**config.mk**
```make
export PLATFORM = sky130hd
export DESIGN_NAME = kmer_group_anchor_filter_flat
export DESIGN_NICKNAME = d
export VERILOG_FILES = /design/src/sv/kgaf_pkg.sv /design/src/sv/kgaf_if.sv /design/src/sv/kmer_group_anchor_filter.sv /design/src/sv/kgaf_store.sv /design/src/sv/kgaf_collect.sv /design/src/sv/kgaf_emit.sv /design/src/flat_wrapper.sv
export SDC_FILE = /design/constraint.sdc
export NUM_CORES = 2
export LEC_CHECK = 0
export CAP_MARGIN = 0
export CORE_MARGIN = 5
export CORE_UTILIZATION = 63
export CTS_BUF_LIST = sky130_fd_sc_hd__clkbuf_16
export DETAILED_ROUTE_END_ITERATION = 12
export DONT_BUFFER_PORTS = 1
export PLACE_DENSITY = 0.81
export SYNTH_ARGS = -nofsm -noshare
export SYNTH_HDL_FRONTEND = slang
export SYNTH_SLANG_ARGS = --single-unit
export TNS_END_PERCENT = 1
```
**constraint.sdc**
```tcl
create_clock -name clk -period 6.8 [get_ports clk]
set_clock_uncertainty 0.1 [all_clocks]
set_input_delay 0.68 -clock clk [delete_from_list [all_inputs] [get_ports clk]]
set_output_delay 0.68 -clock clk [all_outputs]
set_load 0.01 [all_outputs]
```
**src/sv/kgaf_pkg.sv**
```systemverilog
`timescale 1ns / 1ps
`default_nettype none
// ----------------------------------------------------------------------------
// kgaf_pkg
// shared widths, register indexes, state encodings and record types
// ----------------------------------------------------------------------------
package kgaf_pkg;

	localparam int MAX_GROUP = 32;
	localparam int IDX_W     = $clog2(MAX_GROUP);
	localparam int CNT_W     = $clog2(MAX_GROUP + 1);
	localparam int READ_W    = 31;
	localparam int ORD_W     = 24;
	localparam int MC_W      = 25;
	localparam int COV_W     = 6;
	localparam int CFG_IDX_W = 2;

	localparam logic [CFG_IDX_W-1:0] CFG_MIN_COV = 2'd0;
	localparam logic [CFG_IDX_W-1:0] CFG_MAX_COV = 2'd1;

	localparam logic [COV_W-1:0] MIN_COV_RST = 6'd2;
	localparam logic [COV_W-1:0] MAX_COV_RST = 6'd32;

	typedef enum logic {
		COLL_TAKE,
		COLL_SETTLE
	} coll_state_t;

	typedef enum logic [1:0] {
		EMIT_IDLE,
		EMIT_FWD,
		EMIT_RC
	} emit_state_t;

	// one stored occurrence: count field holds marker_count - 1
	typedef struct packed {
		logic [READ_W-1:0] read_id;
		logic              strand;
		logic [ORD_W-1:0]  ordinal;
		logic [ORD_W-1:0]  count;
	} member_t;

	typedef struct packed {
		logic             en;
		logic [IDX_W-1:0] addr;
		member_t          data;
	} mem_wr_t;

	typedef struct packed {
		logic             go;
		logic [CNT_W-1:0] count;
	} run_start_t;

	typedef struct packed {
		logic copy_kind;
		logic anchor_end;
		logic run_last;
	} res_tag_t;

	typedef struct packed {
		logic [READ_W-1:0] read_id;
		logic              strand;
		logic [ORD_W-1:0]  ordinal;
		logic              copy_kind;
		logic              anchor_end;
		logic              run_last;
	} result_t;

endpackage
`default_nettype wire

```
**src/sv/kgaf_if.sv**
```systemverilog
`timescale 1ns / 1ps
`default_nettype none
// ----------------------------------------------------------------------------
// kgaf channel interfaces
// occurrence input, anchor output and register write channels
// ----------------------------------------------------------------------------
interface kgaf_occ_if;
	logic                        valid;
	logic                        ready;
	logic [kgaf_pkg::READ_W-1:0] read_id;
	logic                        strand;
	logic [kgaf_pkg::ORD_W-1:0]  ordinal;
	logic [kgaf_pkg::MC_W-1:0]   marker_count;
	logic                        group_last;

	modport source (output valid, read_id, strand, ordinal, marker_count, group_last,
		input ready);
	modport sink (input valid, read_id, strand, ordinal, marker_count, group_last,
		output ready);
endinterface

interface kgaf_anchor_if;
	logic                        valid;
	logic                        ready;
	logic [kgaf_pkg::READ_W-1:0] out_read_id;
	logic                        out_strand;
	logic [kgaf_pkg::ORD_W-1:0]  out_ordinal;
	logic                        copy_kind;
	logic                        anchor_end;
	logic                        run_last;

	modport source (output valid, out_read_id, out_strand, out_ordinal, copy_kind,
		anchor_end, run_last, input ready);
	modport sink (input valid, out_read_id, out_strand, out_ordinal, copy_kind,
		anchor_end, run_last, output ready);
endinterface

interface kgaf_cfg_if;
	logic                           valid;
	logic                           ready;
	logic [kgaf_pkg::CFG_IDX_W-1:0] index;
	logic [kgaf_pkg::COV_W-1:0]     data;

	modport source (output valid, index, data, input ready);
	modport sink (input valid, index, data, output ready);
endinterface
`default_nettype wire

```
**src/sv/kmer_group_anchor_filter.sv**
```systemverilog
`timescale 1ns / 1ps
`default_nettype none
// ----------------------------------------------------------------------------
// kmer_group_anchor_filter
// filters one k-mer group of marker occurrences into forward and
// reverse-complement anchors
//
// occ_in takes one occurrence per beat, group_last on the final one; cfg
// writes min_coverage (index 0) and max_coverage (index 1), always ready.
// anchor_out gives the usable members in order, then again mirrored, with
// anchor_end on each anchor's final member and run_last on the group's end.
// after the final occurrence come the settle state, the emit start, the
// store's read register and the output register before the first result;
// then one result per cycle follows from the store's single read port
// unless the receiver stalls, 2u results for u usable members. occ_in is
// held off while the store is being walked and resumes once the last read
// is issued, while results may still be draining. a stalled receiver holds
// the output register and a skid stage, and the store walk pauses until
// one of them frees. reset empties the group, clears the output stage and
// loads min_coverage 2 and max_coverage 32; the store needs no clearing.
// ----------------------------------------------------------------------------
module kmer_group_anchor_filter (
	input  wire             clk,
	input  wire             arst_n,
	kgaf_occ_if.sink        occ_in,
	kgaf_anchor_if.source   anchor_out,
	kgaf_cfg_if.sink        cfg
);

	kgaf_pkg::mem_wr_t           wr;
	kgaf_pkg::run_start_t        start;
	kgaf_pkg::member_t           rdata;
	logic [kgaf_pkg::IDX_W-1:0]  raddr;
	logic                        emit_busy;

	kgaf_store u_store (
		.clk   (clk),
		.wr    (wr),
		.raddr (raddr),
		.rdata (rdata)
	);

	kgaf_collect u_collect (
		.clk       (clk),
		.arst_n    (arst_n),
		.occ_in    (occ_in),
		.cfg       (cfg),
		.emit_busy (emit_busy),
		.wr        (wr),
		.start     (start)
	);

	kgaf_emit u_emit (
		.clk        (clk),
		.arst_n     (arst_n),
		.start      (start),
		.rdata      (rdata),
		.raddr      (raddr),
		.busy       (emit_busy),
		.anchor_out (anchor_out)
	);

endmodule
`default_nettype wire

```
**src/sv/kgaf_store.sv**
```systemverilog
`timescale 1ns / 1ps
`default_nettype none
// ----------------------------------------------------------------------------
// kgaf_store
// usable member memory, one write port, one registered read port
// ----------------------------------------------------------------------------
module kgaf_store (
	input  wire                           clk,
	input  kgaf_pkg::mem_wr_t             wr,
	input  wire [kgaf_pkg::IDX_W-1:0]     raddr,
	output kgaf_pkg::member_t             rdata
);

	kgaf_pkg::member_t mem_q [kgaf_pkg::MAX_GROUP];
	kgaf_pkg::member_t rdata_q;

	always_ff @(posedge clk) begin
		if (wr.en) begin
			mem_q[wr.addr] <= wr.data;
		end
	end

	always_ff @(posedge clk) begin
		rdata_q <= mem_q[raddr];
	end

	assign rdata = rdata_q;

endmodule
`default_nettype wire

```
**src/sv/kgaf_collect.sv**
```systemverilog
`timescale 1ns / 1ps
`default_nettype none
// ----------------------------------------------------------------------------
// kgaf_collect
// takes occurrences, settles usability against neighbours, writes usable
// members to the store and decides at group end whether to emit
// ----------------------------------------------------------------------------
module kgaf_collect (
	input  wire                    clk,
	input  wire                    arst_n,
	kgaf_occ_if.sink               occ_in,
	kgaf_cfg_if.sink               cfg,
	input  wire                    emit_busy,
	output kgaf_pkg::mem_wr_t      wr,
	output kgaf_pkg::run_start_t   start
);

	kgaf_pkg::coll_state_t         state_q, state_d;
	logic [kgaf_pkg::COV_W-1:0]    min_cov_q, max_cov_q;
	kgaf_pkg::member_t             held_q;
	logic                          held_valid_q;
	logic [kgaf_pkg::READ_W-1:0]   prev_read_q;
	logic [kgaf_pkg::COV_W-1:0]    group_size_q;
	logic [kgaf_pkg::CNT_W-1:0]    usable_cnt_q;

	logic                          take;
	logic                          settle;
	logic                          has_prev;
	logic                          usable;
	logic                          wr_en;
	logic [kgaf_pkg::CNT_W-1:0]    usable_next;
	logic                          pass;
	kgaf_pkg::member_t             new_item;

	// register writes
	assign cfg.ready = 1'b1;

	always_ff @(posedge clk or negedge arst_n) begin
		if (!arst_n) begin
			min_cov_q <= kgaf_pkg::MIN_COV_RST;
			max_cov_q <= kgaf_pkg::MAX_COV_RST;
		end else if (cfg.valid) begin
			case (cfg.index)
				kgaf_pkg::CFG_MIN_COV: min_cov_q <= cfg.data;
				kgaf_pkg::CFG_MAX_COV: max_cov_q <= cfg.data;
				default: ;
			endcase
		end
	end

	// next state
	always_comb begin
		state_d = state_q;
		case (state_q)
			kgaf_pkg::COLL_TAKE: begin
				if (take && occ_in.group_last) begin
					state_d = kgaf_pkg::COLL_SETTLE;
				end
			end
			kgaf_pkg::COLL_SETTLE: state_d = kgaf_pkg::COLL_TAKE;
			default: state_d = kgaf_pkg::COLL_TAKE;
		endcase
	end

	// outputs
	always_comb begin
		occ_in.ready = 1'b0;
		settle       = 1'b0;
		case (state_q)
			kgaf_pkg::COLL_TAKE:   occ_in.ready = !emit_busy;
			kgaf_pkg::COLL_SETTLE: settle = 1'b1;
			default: ;
		endcase
	end

	assign take = occ_in.valid && occ_in.ready;

	assign new_item.read_id = occ_in.read_id;
	assign new_item.strand  = occ_in.strand;
	assign new_item.ordinal = occ_in.ordinal;
	assign new_item.count   = occ_in.marker_count[kgaf_pkg::ORD_W-1:0] - 24'd1;

	assign has_prev = (group_size_q > 6'd1) && (prev_read_q == held_q.read_id);
	assign usable   = !has_prev && (settle || (occ_in.read_id != held_q.read_id));
	assign wr_en    = (settle || (take && held_valid_q)) && usable &&
		(usable_cnt_q < kgaf_pkg::CNT_W'(kgaf_pkg::MAX_GROUP));
	assign usable_next = usable_cnt_q + kgaf_pkg::CNT_W'(wr_en);

	assign wr.en   = wr_en;
	assign wr.addr = usable_cnt_q[kgaf_pkg::IDX_W-1:0];
	assign wr.data = held_q;

	assign pass = !(group_size_q > max_cov_q) &&
		!(group_size_q > kgaf_pkg::COV_W'(kgaf_pkg::MAX_GROUP)) &&
		!(kgaf_pkg::COV_W'(usable_next) < min_cov_q) &&
		(usable_next != '0);

	assign start.go    = settle && pass;
	assign start.count = usable_next;

	always_ff @(posedge clk or negedge arst_n) begin
		if (!arst_n) begin
			state_q      <= kgaf_pkg::COLL_TAKE;
			held_valid_q <= 1'b0;
			prev_read_q  <= '0;
			group_size_q <= '0;
			usable_cnt_q <= '0;
		end else begin
			state_q <= state_d;
			if (settle) begin
				held_valid_q <= 1'b0;
				prev_read_q  <= '0;
				group_size_q <= '0;
				usable_cnt_q <= '0;
			end else if (take) begin
				held_valid_q <= 1'b1;
				usable_cnt_q <= usable_next;
				if (held_valid_q) begin
					prev_read_q <= held_q.read_id;
				end
				if (group_size_q != '1) begin
					group_size_q <= group_size_q + 6'd1;
				end
			end
		end
	end

	always_ff @(posedge clk) begin
		if (take) begin
			held_q <= new_item;
		end
	end

endmodule
`default_nettype wire

```
**src/sv/kgaf_emit.sv**
```systemverilog
`timescale 1ns / 1ps
`default_nettype none
// ----------------------------------------------------------------------------
// kgaf_emit
// walks the store twice (forward, then reverse complement), one read per cycle
// unless stalled, with an output register and skid stage behind the read port
// ----------------------------------------------------------------------------
module kgaf_emit (
	input  wire                          clk,
	input  wire                          arst_n,
	input  kgaf_pkg::run_start_t         start,
	input  kgaf_pkg::member_t            rdata,
	output logic [kgaf_pkg::IDX_W-1:0]   raddr,
	output logic                         busy,
	kgaf_anchor_if.source                anchor_out
);

	kgaf_pkg::emit_state_t        state_q, state_d;
	logic [kgaf_pkg::IDX_W-1:0]   k_q;
	logic [kgaf_pkg::CNT_W-1:0]   u_q;
	logic                         rd_v_s1;
	kgaf_pkg::res_tag_t           tag_s1;
	logic                         out_v_q, skid_v_q;
	kgaf_pkg::result_t            out_q, skid_q;

	logic                         copy;
	logic                         at_end;
	logic                         pop;
	logic                         out_free;
	logic [1:0]                   occ;
	logic                         issue;
	kgaf_pkg::res_tag_t           tag_d;
	kgaf_pkg::result_t            res;

	assign pop      = out_v_q && anchor_out.ready;
	assign out_free = !out_v_q || pop;
	assign occ      = {1'b0, rd_v_s1} + {1'b0, out_v_q} + {1'b0, skid_v_q} - {1'b0, pop};
	assign at_end   = ({1'b0, k_q} == (u_q - kgaf_pkg::CNT_W'(1)));

	// next state
	always_comb begin
		state_d = state_q;
		case (state_q)
			kgaf_pkg::EMIT_IDLE: begin
				if (start.go) begin
					state_d = kgaf_pkg::EMIT_FWD;
				end
			end
			kgaf_pkg::EMIT_FWD: begin
				if (issue && at_end) begin
					state_d = kgaf_pkg::EMIT_RC;
				end
			end
			kgaf_pkg::EMIT_RC: begin
				if (issue && at_end) begin
					state_d = kgaf_pkg::EMIT_IDLE;
				end
			end
			default: state_d = kgaf_pkg::EMIT_IDLE;
		endcase
	end

	// outputs
	always_comb begin
		busy = 1'b1;
		copy = 1'b0;
		case (state_q)
			kgaf_pkg::EMIT_IDLE: busy = 1'b0;
			kgaf_pkg::EMIT_FWD:  copy = 1'b0;
			kgaf_pkg::EMIT_RC:   copy = 1'b1;
			default:             busy = 1'b0;
		endcase
	end

	assign issue = busy && (occ < 2'd2);
	assign raddr = k_q;

	assign tag_d.copy_kind  = copy;
	assign tag_d.anchor_end = at_end;
	assign tag_d.run_last   = at_end && copy;

	// reverse-complement form mirrors the ordinal on the oriented read
	assign res.read_id    = rdata.read_id;
	assign res.strand     = rdata.strand ^ tag_s1.copy_kind;
	assign res.ordinal    = tag_s1.copy_kind ? (rdata.count - rdata.ordinal) : rdata.ordinal;
	assign res.copy_kind  = tag_s1.copy_kind;
	assign res.anchor_end = tag_s1.anchor_end;
	assign res.run_last   = tag_s1.run_last;

	always_ff @(posedge clk or negedge arst_n) begin
		if (!arst_n) begin
			state_q  <= kgaf_pkg::EMIT_IDLE;
			k_q      <= '0;
			u_q      <= '0;
			rd_v_s1  <= 1'b0;
			out_v_q  <= 1'b0;
			skid_v_q <= 1'b0;
		end else begin
			state_q <= state_d;
			rd_v_s1 <= issue;
			if (start.go && !busy) begin
				k_q <= '0;
				u_q <= start.count;
			end else if (issue) begin
				k_q <= at_end ? '0 : k_q + kgaf_pkg::IDX_W'(1);
			end
			if (out_free) begin
				if (skid_v_q) begin
					out_v_q  <= 1'b1;
					skid_v_q <= rd_v_s1;
				end else begin
					out_v_q <= rd_v_s1;
				end
			end else if (rd_v_s1) begin
				skid_v_q <= 1'b1;
			end
		end
	end

	always_ff @(posedge clk) begin
		if (issue) begin
			tag_s1 <= tag_d;
		end
		if (out_free) begin
			if (skid_v_q) begin
				out_q <= skid_q;
				if (rd_v_s1) begin
					skid_q <= res;
				end
			end else if (rd_v_s1) begin
				out_q <= res;
			end
		end else if (rd_v_s1) begin
			skid_q <= res;
		end
	end

	assign anchor_out.valid       = out_v_q;
	assign anchor_out.out_read_id = out_q.read_id;
	assign anchor_out.out_strand  = out_q.strand;
	assign anchor_out.out_ordinal = out_q.ordinal;
	assign anchor_out.copy_kind   = out_q.copy_kind;
	assign anchor_out.anchor_end  = out_q.anchor_end;
	assign anchor_out.run_last    = out_q.run_last;

endmodule
`default_nettype wire
```
**src/flat_wrapper.sv**
```systemverilog
// flat-port wrapper written by rule: the top's interface ports become plain ports
module kmer_group_anchor_filter_flat 
  (clk, arst_n, occ_in_valid, occ_in_read_id, occ_in_strand, occ_in_ordinal, occ_in_marker_count, occ_in_group_last, occ_in_ready, anchor_out_valid, anchor_out_out_read_id, anchor_out_out_strand, anchor_out_out_ordinal, anchor_out_copy_kind, anchor_out_anchor_end, anchor_out_run_last, anchor_out_ready, cfg_valid, cfg_index, cfg_data, cfg_ready);
  kgaf_occ_if occ_in_i ();
  kgaf_anchor_if anchor_out_i ();
  kgaf_cfg_if cfg_i ();
  input  wire clk;
  input  wire arst_n;
  input wire logic [$bits(occ_in_i.valid)-1:0] occ_in_valid;
  input wire logic [$bits(occ_in_i.read_id)-1:0] occ_in_read_id;
  input wire logic [$bits(occ_in_i.strand)-1:0] occ_in_strand;
  input wire logic [$bits(occ_in_i.ordinal)-1:0] occ_in_ordinal;
  input wire logic [$bits(occ_in_i.marker_count)-1:0] occ_in_marker_count;
  input wire logic [$bits(occ_in_i.group_last)-1:0] occ_in_group_last;
  output wire logic [$bits(occ_in_i.ready)-1:0] occ_in_ready;
  output wire logic [$bits(anchor_out_i.valid)-1:0] anchor_out_valid;
  output wire logic [$bits(anchor_out_i.out_read_id)-1:0] anchor_out_out_read_id;
  output wire logic [$bits(anchor_out_i.out_strand)-1:0] anchor_out_out_strand;
  output wire logic [$bits(anchor_out_i.out_ordinal)-1:0] anchor_out_out_ordinal;
  output wire logic [$bits(anchor_out_i.copy_kind)-1:0] anchor_out_copy_kind;
  output wire logic [$bits(anchor_out_i.anchor_end)-1:0] anchor_out_anchor_end;
  output wire logic [$bits(anchor_out_i.run_last)-1:0] anchor_out_run_last;
  input wire logic [$bits(anchor_out_i.ready)-1:0] anchor_out_ready;
  input wire logic [$bits(cfg_i.valid)-1:0] cfg_valid;
  input wire logic [$bits(cfg_i.index)-1:0] cfg_index;
  input wire logic [$bits(cfg_i.data)-1:0] cfg_data;
  output wire logic [$bits(cfg_i.ready)-1:0] cfg_ready;
  assign occ_in_i.valid = occ_in_valid;
  assign occ_in_i.read_id = occ_in_read_id;
  assign occ_in_i.strand = occ_in_strand;
  assign occ_in_i.ordinal = occ_in_ordinal;
  assign occ_in_i.marker_count = occ_in_marker_count;
  assign occ_in_i.group_last = occ_in_group_last;
  assign occ_in_ready = occ_in_i.ready;
  assign anchor_out_valid = anchor_out_i.valid;
  assign anchor_out_out_read_id = anchor_out_i.out_read_id;
  assign anchor_out_out_strand = anchor_out_i.out_strand;
  assign anchor_out_out_ordinal = anchor_out_i.out_ordinal;
  assign anchor_out_copy_kind = anchor_out_i.copy_kind;
  assign anchor_out_anchor_end = anchor_out_i.anchor_end;
  assign anchor_out_run_last = anchor_out_i.run_last;
  assign anchor_out_i.ready = anchor_out_ready;
  assign cfg_i.valid = cfg_valid;
  assign cfg_i.index = cfg_index;
  assign cfg_i.data = cfg_data;
  assign cfg_ready = cfg_i.ready;
  kmer_group_anchor_filter u_core (.clk(clk), .arst_n(arst_n), .occ_in(occ_in_i), .anchor_out(anchor_out_i), .cfg(cfg_i));
endmodule
```
==> results.yml <==
cts:
  cts_sinks: 2914
  clkTransAtPathRegs_ns: 0.06
  cts_buffers: 294
  cts_root_buf: "clkbuf_16"
  clock_path_buffers: 4
  htreeDepth: 5
  cts_tree: "built"
  clk_latency_ns: 0.94
grt:
  grt_pass1_vias: 59000
  grt_pass1_wl_um: 447000
  grt.total_usage_pct: 34.4
  overflow: 0
  antenna_found_initial: 14
  grt_max_degree: 132
timing:
  setup_viol: 0
  hold_slack_ns: 0.0322
  drv_slew: 0
  worst_pin_slew_ns: 1.34
  clock.fmax_ghz: 0.183
  setup_tns_ns: 0
  rsz0062_at_grt: "false"
  relSlewSlack_pct: 10.4
  finalCritPeriodShare_pct: 80.2
  min_period_ns: 5.45
  hold_viol: 0
logic_synthesis:
  synth_edf_count: 2761
  yosysTopAreaCell: "edfxtp_1"
  netlist_area_mm2: 0.111
  synth_flop_cell: "edfxtp_1"
  syn_nets: 4940
  synth_most_common_cell: "edfxtp_1"
  async_flop_share_pct: 2.51
  yosysTopAreaCellShare_pct: 74.4
  synth_sequential_area_ratio_pct: 77.4
  synth.distinct_cells: 58
  ys_seq_elements: 2914
  syn_avg_cell_area_um2: 23.2
  synth_commonest_cells: "edfxtp_1 (2761), mux4_2 (800), mux2_2 (150)"
  synthCells: 4799
  yosys_warnings: 0
  synth_area_leaders: "edfxtp_1 (74%), mux4_2 (16%), dfrtp_1 (1.6%), mux2_2 (1.5%), dfxtp_1 (1.4%)"
critical_path:
  path_class: "flop to flop"
  worstPathMaxFanout: 47
  endpoint_kind: "flop"
  crit-reg2reg-launch: "u_core.u_emit.state_q[0]$_DFFE_PN0P_"
  cp.required_ns: 7.46
  worst-endpoint-arrival_ns: 6.11
  r2r_end: "u_core.u_emit.u_q[5]$_DFFE_PN0P_"
  r2r_cells: 18
  r2r_setup_slack_ns: 1.35
  crit_path_start_kind: "flop"
drt:
  firstDrtPassIters: 7
  routed_wl_um: 317000
  drt_iter0_drc: 10300
  wl_per_cell_um: 41.4
  antenna_left: 0
  via_per_inst: 7.53
  drcViolationCount: 0
  vias: 57600
cells_and_area:
  drive_gt1_share_pct: 28.5
  area_growth_pct: 12.3
  nNetsFinal: 5231
worst_hold_path:
  holdPathEnd: "u_core.u_collect.min_cov_q[5]$_DFFE_PN0P_"
  worstHoldPathType: "primary input to flop"
  holdCritStartpoint: "cfg_index[1]"
  min_path_cells: 2
placed_design:
  hpwl_um: 136000
  routabilityCongestion: 0.806
  io_buffers: 0
power_and_ir_drop:
  power.density_mw_per_mm2: 417
  p_leak_nw: 39.6
  ir_worst_vdd_mv: 0.352
floorplanning:
  initial_core_util_pct: 63.3
  die_x_um: 431
  fp.dieH_um: 431
  die_area_mm2: 0.185
  core_area_mm2: 0.176
  rows: 154
  num_io_pins: 157
flow_run:
  cap_violations: 0
status:
  status: "finished clean"
==> cells in the final DEF, fill, tap and decap left out, types with 4 or more instances in the layout <==
master         instances
clkinvlp_4            11
inv_6                  4
a21o_1                 4
nand3b_1               9
mux2i_1                8
buf_12                35
buf_4                 88
dfxtp_1               80
mux2_2               150
clkinv_2              44
diode_2                8
nor2_4                35
or3_1                  5
nand3_1               16
inv_1                117
xor2_1                82
o21ai_0               47
dfrtp_1               65
dfrtp_4                6
a211oi_1              10
nand4_1               15
nor2b_1                5
nor3_1                13
mux4_2               800
xnor2_1               41
clkbuf_16            303
dlygate4sd3_1         95
edfxtp_1            2761
ha_1                  45
nand2b_1              25
bufinv_16             25
o21a_1                 4
clkinv_1              52
nor2_1                60
o21ai_1                5
mux2_1                 5
nand2_1              102
a21oi_1               54
and2_1                 5
nor4_1                19
==> what timing repair did <==
item,in CTS,in global routing
resized for setup,0,0
hold buffers,96,0
hold endpoints to repair,167,0
buffers inserted,0,0
==> final cells by class <==
class | instances | area, um2
sequential | 2914 | 86400
fill | 9067 | 50900
multi-input combinational | 1606 | 24200
clock buffer | 303 | 7580
tap | 2340 | 2930
timing repair buffer | 219 | 2340
clock inverter | 201 | 1560
inverter | 55 | 206
antenna | 8 | 20.0
==> flip-flops by register name, summed over array words and instances (netlist names), 2 cells and up <==
register / count
u_core.u_collect.group_size_q: 6
u_core.u_collect.max_cov_q: 6
u_core.u_collect.min_cov_q: 6
u_core.u_collect.prev_read_q: 31
u_core.u_collect.usable_cnt_q: 6
u_core.u_collect.wr: 80
u_core.u_emit.anchor_out.out_ordinal: 24
u_core.u_emit.anchor_out.out_read_id: 31
u_core.u_emit.raddr: 5
u_core.u_emit.res: 3
u_core.u_emit.skid_q: 59
u_core.u_emit.state_q: 2
u_core.u_emit.u_q: 6
u_core.u_store.mem_q: 2560
u_core.u_store.rdata: 80
==> stage by stage <==
stage	worst slack, ns	total power [mW]	std cells	util (%)	cell area, um2
finish	1.35	52.2	7646	71.1	125000
global route	0.877	53.7	7639	71.1	125000
CTS	1.36	52.0	7638	71.1	125000
detailed placement	1.47	35.6	7038	65.3	115000
global placement	1.54	35.1	7038	65.3	115000
floorplan	0.948	31.8	4799	-	111000
==> kinds of logic after synthesis <==
group / share of synthesized area, %
AO/OA/AOI/OAI: 0.780
XOR/XNOR: 0.966
adder cells (fa/ha/maj): 0.523
buffers and inverters: 1.12
flip-flops: 77.4
multiplexers: 17.8
other: 0.00336
AND/OR/NAND/NOR: 1.37
==> worst max-delay path, cell delays in order, from the launching register on <==
cell and delay, ns:
dfrtp_1 0.36, inv_1 0.08, ha_1 0.38, nor2_1 0.28, and3_1 0.23, buf_4 0.39, o221ai_1 0.24, a21oi_1 0.46
ha_1 0.28, ha_1 0.28, xor2_1 0.23, ha_1 0.22, a211oi_1 0.06, o22ai_1 0.19, a21oi_1 0.09, o311ai_1 0.24
nand3b_1 0.17, nor2_1 0.65, mux2_2 0.41
==> power breakdown <==
part / internal (mW) / switching [mW] / leakage (nW)
Clock: 9.00 / 7.02 / 4.71
Sequential: 21.6 / 1.33 / 26.5
Combinational: 6.15 / 7.09 / 8.34
==> metal layers <==
layer	GRT usage (%)	vias up	share of wire (%)	wire length [um]
met1	44.9	29700	32	101000
met2	55.0	5908	49	154000
met3	7.97	1284	12	39400
li1	-	20700	-	-
met5	0	-	0.014	45
met4	18.3	6	6.9	21800
==> worst max path at each step <==
stage	startpoint	cells past startpoint	end
2_1_floorplan	u_core.u_emit.state_q[0]$_DFFE_PN0P_	10	u_core.u_store.mem_q[28][0]$_DFFE_PP_
3_3_place_gp	u_core.u_emit.state_q[0]$_DFFE_PN0P_	18	u_core.u_emit.u_q[5]$_DFFE_PN0P_
3_5_place_dp	u_core.u_emit.state_q[0]$_DFFE_PN0P_	18	u_core.u_emit.u_q[5]$_DFFE_PN0P_
4_1_cts	u_core.u_emit.state_q[0]$_DFFE_PN0P_	18	u_core.u_emit.u_q[5]$_DFFE_PN0P_
5_1_grt	u_core.u_emit.state_q[0]$_DFFE_PN0P_	18	u_core.u_emit.u_q[5]$_DFFE_PN0P_
6_report	u_core.u_emit.state_q[0]$_DFFE_PN0P_	18	u_core.u_emit.u_q[5]$_DFFE_PN0P_
Note: power is estimated with default switching activity, not from simulation.
